==> src/permutation_unrank_macros.svh <==
`ifndef PERMUTATION_UNRANK_MACROS_SVH
`define PERMUTATION_UNRANK_MACROS_SVH

// Same-cycle implication, ignored while reset is asserted
`define PU_ASSERT_NOW(lbl, clk, rst_n, ante, cons, msg) \
  lbl: assert property (@(posedge clk) disable iff (!rst_n) (ante) |-> (cons)) \
    else $error(msg);

// Next-cycle implication, ignored while reset is asserted
`define PU_ASSERT_NEXT(lbl, clk, rst_n, ante, cons, msg) \
  lbl: assert property (@(posedge clk) disable iff (!rst_n) (ante) |=> (cons)) \
    else $error(msg);

`endif

==> src/pu_pkg.sv <==
package pu_pkg;

  localparam int SYM_CNT    = 10;
  localparam int SYM_W      = 4;
  localparam int RANK_W     = 22;
  localparam int MULT_W     = 23;
  localparam int PROD_W     = RANK_W + MULT_W;
  localparam int SHIFT_W    = 5;
  // two register stages per digit: reciprocal product, then digit and pick
  localparam int NUM_STAGES = 2 * SYM_CNT;

  typedef logic [SYM_CNT-1:0][SYM_W-1:0] sym_vec_t;

  typedef struct packed {
    logic [RANK_W-1:0] rest;
    logic [PROD_W-1:0] prod;
    sym_vec_t          pool;
    sym_vec_t          slots;
  } stage_t;

  // Radix of each digit, most significant place last
  localparam logic [SYM_W-1:0] RADIX [SYM_CNT] = '{
    4'd10, 4'd9, 4'd8, 4'd7, 4'd6, 4'd5, 4'd4, 4'd3, 4'd2, 4'd1
  };

  // ceil(2^SHIFT / radix); exact quotient for any 22-bit dividend
  localparam logic [MULT_W-1:0] MULT [SYM_CNT] = '{
    23'd6710887, 23'd7456541, 23'd4194304, 23'd4793491, 23'd5592406,
    23'd6710887, 23'd4194304, 23'd5592406, 23'd4194304, 23'd4194304
  };

  localparam logic [SHIFT_W-1:0] SHIFT [SYM_CNT] = '{
    5'd26, 5'd26, 5'd25, 5'd25, 5'd25, 5'd25, 5'd24, 5'd24, 5'd23, 5'd22
  };

  localparam sym_vec_t INIT_POOL = {
    4'd9, 4'd8, 4'd7, 4'd6, 4'd5, 4'd4, 4'd3, 4'd2, 4'd1, 4'd0
  };

endpackage

==> src/pu_in_if.sv <==
interface pu_in_if
  import pu_pkg::*;
();
  logic              valid;
  logic              ready;
  logic [RANK_W-1:0] rank;

  modport source (output valid, output rank, input ready);
  modport sink   (input valid, input rank, output ready);
endinterface

==> src/pu_out_if.sv <==
interface pu_out_if
  import pu_pkg::*;
();
  logic             valid;
  logic             ready;
  logic [SYM_W-1:0] slot_0;
  logic [SYM_W-1:0] slot_1;
  logic [SYM_W-1:0] slot_2;
  logic [SYM_W-1:0] slot_3;
  logic [SYM_W-1:0] slot_4;
  logic [SYM_W-1:0] slot_5;
  logic [SYM_W-1:0] slot_6;
  logic [SYM_W-1:0] slot_7;
  logic [SYM_W-1:0] slot_8;
  logic [SYM_W-1:0] slot_9;

  modport source (
    output valid, output slot_0, output slot_1, output slot_2, output slot_3,
    output slot_4, output slot_5, output slot_6, output slot_7, output slot_8,
    output slot_9, input ready
  );
  modport sink (
    input valid, input slot_0, input slot_1, input slot_2, input slot_3,
    input slot_4, input slot_5, input slot_6, input slot_7, input slot_8,
    input slot_9, output ready
  );
endinterface

==> src/permutation_unrank.sv <==
// Permutation unranking: turns a rank below ten factorial into the ordering
// of the symbols 0..9 that it names, all ten slots in one result.
// in_ch carries one rank per transaction (valid/ready); out_ch carries the
// ten slots of the matching permutation, in the same order as the ranks.
// A rank of ten factorial or more wraps, as the top mixed-radix digit has
// radix one.
// Pipeline: two register stages per digit (a reciprocal multiply, then
// the digit, the pick and the pool update). Throughput: one rank per
// cycle, as every stage hands its item on in each cycle that out_ch is
// not stalled. Each stage holds its item until the one after it has
// room, so empty stages still fill while out_ch is stalled; in_ch.ready
// drops only once every stage holds an item and out_ch.ready is low.
// Nothing is lost or repeated under stalls.
// rst_n (synchronous, active low) empties the pipeline; no item is kept.
`include "permutation_unrank_macros.svh"

module permutation_unrank
  import pu_pkg::*;
(
  input logic      clk,
  input logic      rst_n,
  pu_in_if.sink    in_ch,
  pu_out_if.source out_ch
);

  stage_t               stg_q [NUM_STAGES+1];
  logic [NUM_STAGES:0]  vq;
  logic [NUM_STAGES-1:0] ld;

  assign stg_q[0].rest  = in_ch.rank;
  assign stg_q[0].prod  = '0;
  assign stg_q[0].pool  = INIT_POOL;
  assign stg_q[0].slots = '0;
  assign vq[0]          = in_ch.valid;

  // A stage may load when it is empty or its own content moves on
  assign ld[NUM_STAGES-1] = !vq[NUM_STAGES] || out_ch.ready;
  assign in_ch.ready      = ld[0];

  for (genvar s = 0; s < NUM_STAGES; s++) begin : g_stage
    localparam int K = s / 2;
    localparam int LAST = int'(RADIX[K]) - 1;

    stage_t d_nxt;
    stage_t d_r;
    logic   v_r;

    if (s < NUM_STAGES - 1) begin : g_ld
      assign ld[s] = !vq[s+1] || ld[s+1];
    end

    if (s % 2 == 0) begin : g_mul
      always_comb begin
        d_nxt      = stg_q[s];
        d_nxt.prod = PROD_W'(stg_q[s].rest) * PROD_W'(MULT[K]);
      end
    end else begin : g_pick
      logic [RANK_W-1:0] quo;
      logic [SYM_W-1:0]  digit;
      logic [SYM_W-1:0]  lo_prod;

      always_comb begin
        quo     = RANK_W'(stg_q[s].prod >> SHIFT[K]);
        // only the low bits of rest - quo * radix are needed: digit < radix
        lo_prod = quo[SYM_W-1:0] * RADIX[K];
        digit   = stg_q[s].rest[SYM_W-1:0] - lo_prod;
        d_nxt             = stg_q[s];
        d_nxt.rest        = quo;
        d_nxt.slots[K]    = stg_q[s].pool[digit];
        // fill the picked entry from the last live one
        d_nxt.pool[digit] = stg_q[s].pool[LAST];
      end
    end

    always_ff @(posedge clk) begin
      if (!rst_n) begin
        v_r <= 1'b0;
      end else if (ld[s]) begin
        v_r <= vq[s];
      end
    end

    always_ff @(posedge clk) begin
      if (ld[s] && vq[s]) begin
        d_r <= d_nxt;
      end
    end

    assign stg_q[s+1] = d_r;
    assign vq[s+1]    = v_r;
  end

  assign out_ch.valid  = vq[NUM_STAGES];
  assign out_ch.slot_0 = stg_q[NUM_STAGES].slots[0];
  assign out_ch.slot_1 = stg_q[NUM_STAGES].slots[1];
  assign out_ch.slot_2 = stg_q[NUM_STAGES].slots[2];
  assign out_ch.slot_3 = stg_q[NUM_STAGES].slots[3];
  assign out_ch.slot_4 = stg_q[NUM_STAGES].slots[4];
  assign out_ch.slot_5 = stg_q[NUM_STAGES].slots[5];
  assign out_ch.slot_6 = stg_q[NUM_STAGES].slots[6];
  assign out_ch.slot_7 = stg_q[NUM_STAGES].slots[7];
  assign out_ch.slot_8 = stg_q[NUM_STAGES].slots[8];
  assign out_ch.slot_9 = stg_q[NUM_STAGES].slots[9];

  // Symbols present in the delivered result
  logic [15:0] slot_mask;
  always_comb begin
    slot_mask = '0;
    for (int i = 0; i < SYM_CNT; i++) begin
      slot_mask = slot_mask | (16'd1 << stg_q[NUM_STAGES].slots[i]);
    end
  end

  `PU_ASSERT_NOW(a_perm_complete, clk, rst_n, out_ch.valid, slot_mask == 16'h03FF, "result is not a permutation of 0..9")
  `PU_ASSERT_NOW(a_ready_when_space, clk, rst_n, !vq[NUM_STAGES] || out_ch.ready, in_ch.ready, "input blocked with room in the pipeline")
  `PU_ASSERT_NOW(a_full_when_blocked, clk, rst_n, !in_ch.ready, &vq[NUM_STAGES:1], "input blocked while a stage is empty")
  `PU_ASSERT_NEXT(a_enter_stage0, clk, rst_n, in_ch.valid && in_ch.ready, vq[1], "accepted transaction did not reach the first stage")

endmodule

==> src/flat_wrapper.sv <==
// flat-port wrapper written by rule: the top's interface ports become plain ports
module permutation_unrank_flat import pu_pkg::*;
  (clk, rst_n, in_ch_valid, in_ch_rank, in_ch_ready, out_ch_valid, out_ch_slot_0, out_ch_slot_1, out_ch_slot_2, out_ch_slot_3, out_ch_slot_4, out_ch_slot_5, out_ch_slot_6, out_ch_slot_7, out_ch_slot_8, out_ch_slot_9, out_ch_ready);
  pu_in_if in_ch_i ();
  pu_out_if out_ch_i ();
  input logic clk;
  input logic rst_n;
  input wire logic [$bits(in_ch_i.valid)-1:0] in_ch_valid;
  input wire logic [$bits(in_ch_i.rank)-1:0] in_ch_rank;
  output wire logic [$bits(in_ch_i.ready)-1:0] in_ch_ready;
  output wire logic [$bits(out_ch_i.valid)-1:0] out_ch_valid;
  output wire logic [$bits(out_ch_i.slot_0)-1:0] out_ch_slot_0;
  output wire logic [$bits(out_ch_i.slot_1)-1:0] out_ch_slot_1;
  output wire logic [$bits(out_ch_i.slot_2)-1:0] out_ch_slot_2;
  output wire logic [$bits(out_ch_i.slot_3)-1:0] out_ch_slot_3;
  output wire logic [$bits(out_ch_i.slot_4)-1:0] out_ch_slot_4;
  output wire logic [$bits(out_ch_i.slot_5)-1:0] out_ch_slot_5;
  output wire logic [$bits(out_ch_i.slot_6)-1:0] out_ch_slot_6;
  output wire logic [$bits(out_ch_i.slot_7)-1:0] out_ch_slot_7;
  output wire logic [$bits(out_ch_i.slot_8)-1:0] out_ch_slot_8;
  output wire logic [$bits(out_ch_i.slot_9)-1:0] out_ch_slot_9;
  input wire logic [$bits(out_ch_i.ready)-1:0] out_ch_ready;
  assign in_ch_i.valid = in_ch_valid;
  assign in_ch_i.rank = in_ch_rank;
  assign in_ch_ready = in_ch_i.ready;
  assign out_ch_valid = out_ch_i.valid;
  assign out_ch_slot_0 = out_ch_i.slot_0;
  assign out_ch_slot_1 = out_ch_i.slot_1;
  assign out_ch_slot_2 = out_ch_i.slot_2;
  assign out_ch_slot_3 = out_ch_i.slot_3;
  assign out_ch_slot_4 = out_ch_i.slot_4;
  assign out_ch_slot_5 = out_ch_i.slot_5;
  assign out_ch_slot_6 = out_ch_i.slot_6;
  assign out_ch_slot_7 = out_ch_i.slot_7;
  assign out_ch_slot_8 = out_ch_i.slot_8;
  assign out_ch_slot_9 = out_ch_i.slot_9;
  assign out_ch_i.ready = out_ch_ready;
  permutation_unrank u_core (.clk(clk), .rst_n(rst_n), .in_ch(in_ch_i), .out_ch(out_ch_i));
endmodule
==> config.mk <==
export PLATFORM = sky130hd
export DESIGN_NAME = permutation_unrank_flat
export DESIGN_NICKNAME = d
export VERILOG_FILES = /design/src/pu_pkg.sv /design/src/pu_in_if.sv /design/src/pu_out_if.sv /design/src/permutation_unrank.sv /design/src/flat_wrapper.sv
export VERILOG_INCLUDE_DIRS = /design/src /design/src/src
export SDC_FILE = /design/constraint.sdc
export NUM_CORES = 2
export LEC_CHECK = 0
export BUFFER_PORTS_ARGS = -buffer_cell sky130_fd_sc_hd__buf_4
export CORE_AREA = 4 4 427 429
export CTS_BUF_LIST = sky130_fd_sc_hd__clkbuf_4
export CTS_CLUSTER_DIAMETER = 80
export DETAILED_ROUTE_END_ITERATION = 10
export DIE_AREA = 0 0 431 433
export PLACE_DENSITY = 0.59
export SYNTH_ARGS = -nofsm -noshare
export SYNTH_HDL_FRONTEND = slang
export SYNTH_SLANG_ARGS = --single-unit
==> constraint.sdc <==
create_clock -name clk -period 7.2 [get_ports clk]
set_input_delay 0.72 -clock clk [delete_from_list [all_inputs] [get_ports clk]]
set_output_delay 0.72 -clock clk [all_outputs]
set_load 0.01 [all_outputs]
==> results_dict.tcl <==
set metrics [dict create \
    min_period_over_period_pct 94.6 \
    cts.sinks 1113 \
    synth_largest_area_cell "edfxtp_1" \
    hold_viol 0 \
    die_height_um 433 \
    rows 155 \
    fin_skew_ns 0.0892 \
    outcome "completed" \
    syn2layout_area_growth_pct 11.9 \
    fin_hold_ws_ns 0.365 \
    io_pins 68 \
    yosysWarnings 0 \
    rrSetupSlack_ns 0.50 \
    clk_latency_ns 1.18 \
    synth_ff_type "edfxtp_1" \
    cts_made_buffers 295 \
    total_power_mw 26.9 \
    wirelength_um 108000 \
    dr.pass1.iters 5 \
    netlist_top_cells_area "edfxtp_1 53%, ha_1 15%, fa_1 14%" \
    synth_edf_count 1093 \
    finalCriticalPeriod_ns 6.81 \
    cts_tree "built" \
    crit_type "in2reg" \
    synthCells 4176 \
    avgRoutedWirePerCell_um 15.2 \
    place_hpwl_um 84600 \
    initial_utilization_pct 34.9 \
    post-cts-setup-buffers 0 \
    core_mm2 0.178 \
    synth_seq_area_share_pct 53.4 \
    cts_buffer_depth 4 \
    synth_area_mm2 0.0622 \
    gr-usage-all-layers_pct 12.0 \
    final_core_util_pct 39.0 \
    power_leakage_nw 29.3 \
    viasPerCell 4.43 \
    gp_congestion 0.860 \
    crit_arrival_ns 7.63 \
    clk_pin_slew_ns 0.06 \
    chipWidth_um 431 \
    grt-ovfl-total 0 \
    relSlewSlack_pct 31.0 \
    hp-class "reg2reg" \
    portBuffers 67 \
    peakVddDrop_v 0.000570 \
    critPathRequiredTime_ns 8.02 \
    drt_iter0_drc 1174 \
    rsz0062_at_grt "no" \
    endpoint_kind "flop" \
    power_density_mw_per_mm2 386 \
    final_max_slew_viol_count 0 \
    synth-seq-cells 1113 \
    synth_common_cells "1093 x edfxtp_1, 843 x inv_1, 726 x ha_1, 433 x fa_1, 150 x mux2_2" \
    crit_fanout 6 \
    synth_top_cell_area_share_pct 52.8 \
    maxCapViolCount 0 \
    clock.fmax_mhz 147 \
    startpoint_type "primary input" \
    setup_violations 0 \
    postSynth.asyncResetShare_pct 0 \
    grt_max_degree 75 \
    yosysMostFrequentCell "edfxtp_1" \
    synth.avg_cell_area_um2 14.9 \
    drive_above_1_share_pct 17.1 \
    cts.htree.levels 5 \
    grt_pass1_vias 34858 \
    ant_nets 0 \
    synth.distinct_cells 69 \
    synth_nets 5361 \
    max_slew.worst_pin.slew_ns 1.03 \
    grt_pass1_wl_um 180000 \
    fin_nets 5769 \
    root_buffer "clkbuf_4" \
    grt_antenna_before_repair 5 \
    dieArea_mm2 0.187 \
    ctsResizeCount 0 \
    drc 0 \
    tns_ns 0 \
    vias 31434 \
]
sequential cells by signal, summed over array words and instances, names as in the netlist:
name / cells
u_core.g_stage.d_nxt: 72
u_core.out_ch.slot_3: 4
u_core.out_ch.slot_2: 4
u_core.out_ch.slot_0: 4
u_core.g_stage.v_r: 19
u_core.out_ch.slot_5: 4
u_core.out_ch.slot_1: 4
u_core.out_ch.slot_9: 4
u_core.out_ch.valid: 1
u_core.out_ch.slot_7: 4
u_core.out_ch.slot_4: 4
u_core.out_ch.slot_8: 4
u_core.out_ch.slot_6: 4
u_core.g_stage.d_r: 981
metrics by stage:
stage	std cells	instance area [um2]	worst slack [ns]
global route	7101	69600	0.0258
finish	7102	69600	0.391
CTS	7094	69600	0.427
detailed placement	6634	66200	-0.374
floorplan	4176	62200	0.136
global placement	6634	66200	-0.252
metal layers:
layer,vias up,track usage [%],part of all wire [%]
met5,-,0,0.012
met4,2,4.40,2.4
met3,187,2.40,3.5
met2,497,21.3,51
met1,15255,14.6,43
li1,15493,-,-
placed cells by master, fill, tap and decap left out, types with 42 or more instances in the layout:
cell type  netlist  layout
edfxtp_1      1093    1093
ha_1           726     726
buf_4            0     141
mux2_2         150     150
inv_1          843     843
nand2_1         66      66
xnor2_1         80      80
o21ai_0         46      46
a21oi_1         88      87
mux4_2          42      42
nor2_1          94      94
fa_1           433     433
clkbuf_4         0     403
cell type report:
cell class	count	area [um2]
repair buffers	149	1140
clock buffers	403	3030
inverters	843	3160
fillers	16628	109000
diodes	8	20.0
well taps	2355	2950
flip-flops and latches	1113	33200
multi-input cells	2182	25800
clock inverters	49	258
power breakdown:
group	total, mW	switching (mW)	internal, mW
registers	7.78	0.0862	7.70
logic	14.1	7.86	6.29
clock network	4.95	2.32	2.62
timing repair:
action	CTS	global route
hold buffers	8	0
endpoints found under the setup margin	0	0
hold endpoints to repair	24	0
logic make-up (layout without fill, tap and decap cells):
group                      Yosys count  after routing  share of synthesized area (%)
adders and majority gates         1159           1159                           28.6
DFF                               1113           1113                           53.4
buffers and inverters              881           1444                           5.32
and+or+nand+nor                    391            391                           3.23
AOI/OAI and AO/OA                  304            304                           3.24
muxes                              218            218                           4.66
xor gates and xnor gates           110            110                           1.55
other                                0              8                              0
worst max-delay path: stages:
cell and delay (ns):
dlygate4sd3_1 0.59, buf_4 0.17, inv_1 0.05, ha_1 0.24, ha_1 0.35, inv_1 0.09
fa_1 0.52, inv_1 0.10, fa_1 0.50, inv_1 0.05, fa_1 0.47, inv_1 0.05
fa_1 0.50, inv_1 0.05, fa_1 0.50, inv_1 0.04, ha_1 0.30, nand4_1 0.15
o41ai_2 0.42, o21ai_2 0.15, a2111oi_2 0.52, o31a_1 0.33, o41a_4 0.17, a41oi_2 0.17
a21oi_2 0.22, a21oi_2 0.08, xnor2_1 0.11
worst paths after layout:
check                                                   start                       endpoint  cells after the start
worst max-delay path                            in_ch_rank[2]     u_core.g_stage[0].d_r[124]                     27
worst min-delay path               u_core.g_stage[8].d_r[112]  u_core.g_stage[10].d_nxt[132]                      0
worst max register to register  u_core.g_stage[10].d_nxt[128]    u_core.g_stage[10].d_r[115]                     20
worst min register to register     u_core.g_stage[8].d_r[112]  u_core.g_stage[10].d_nxt[132]                      0
(Power assumes the default switching activity.)
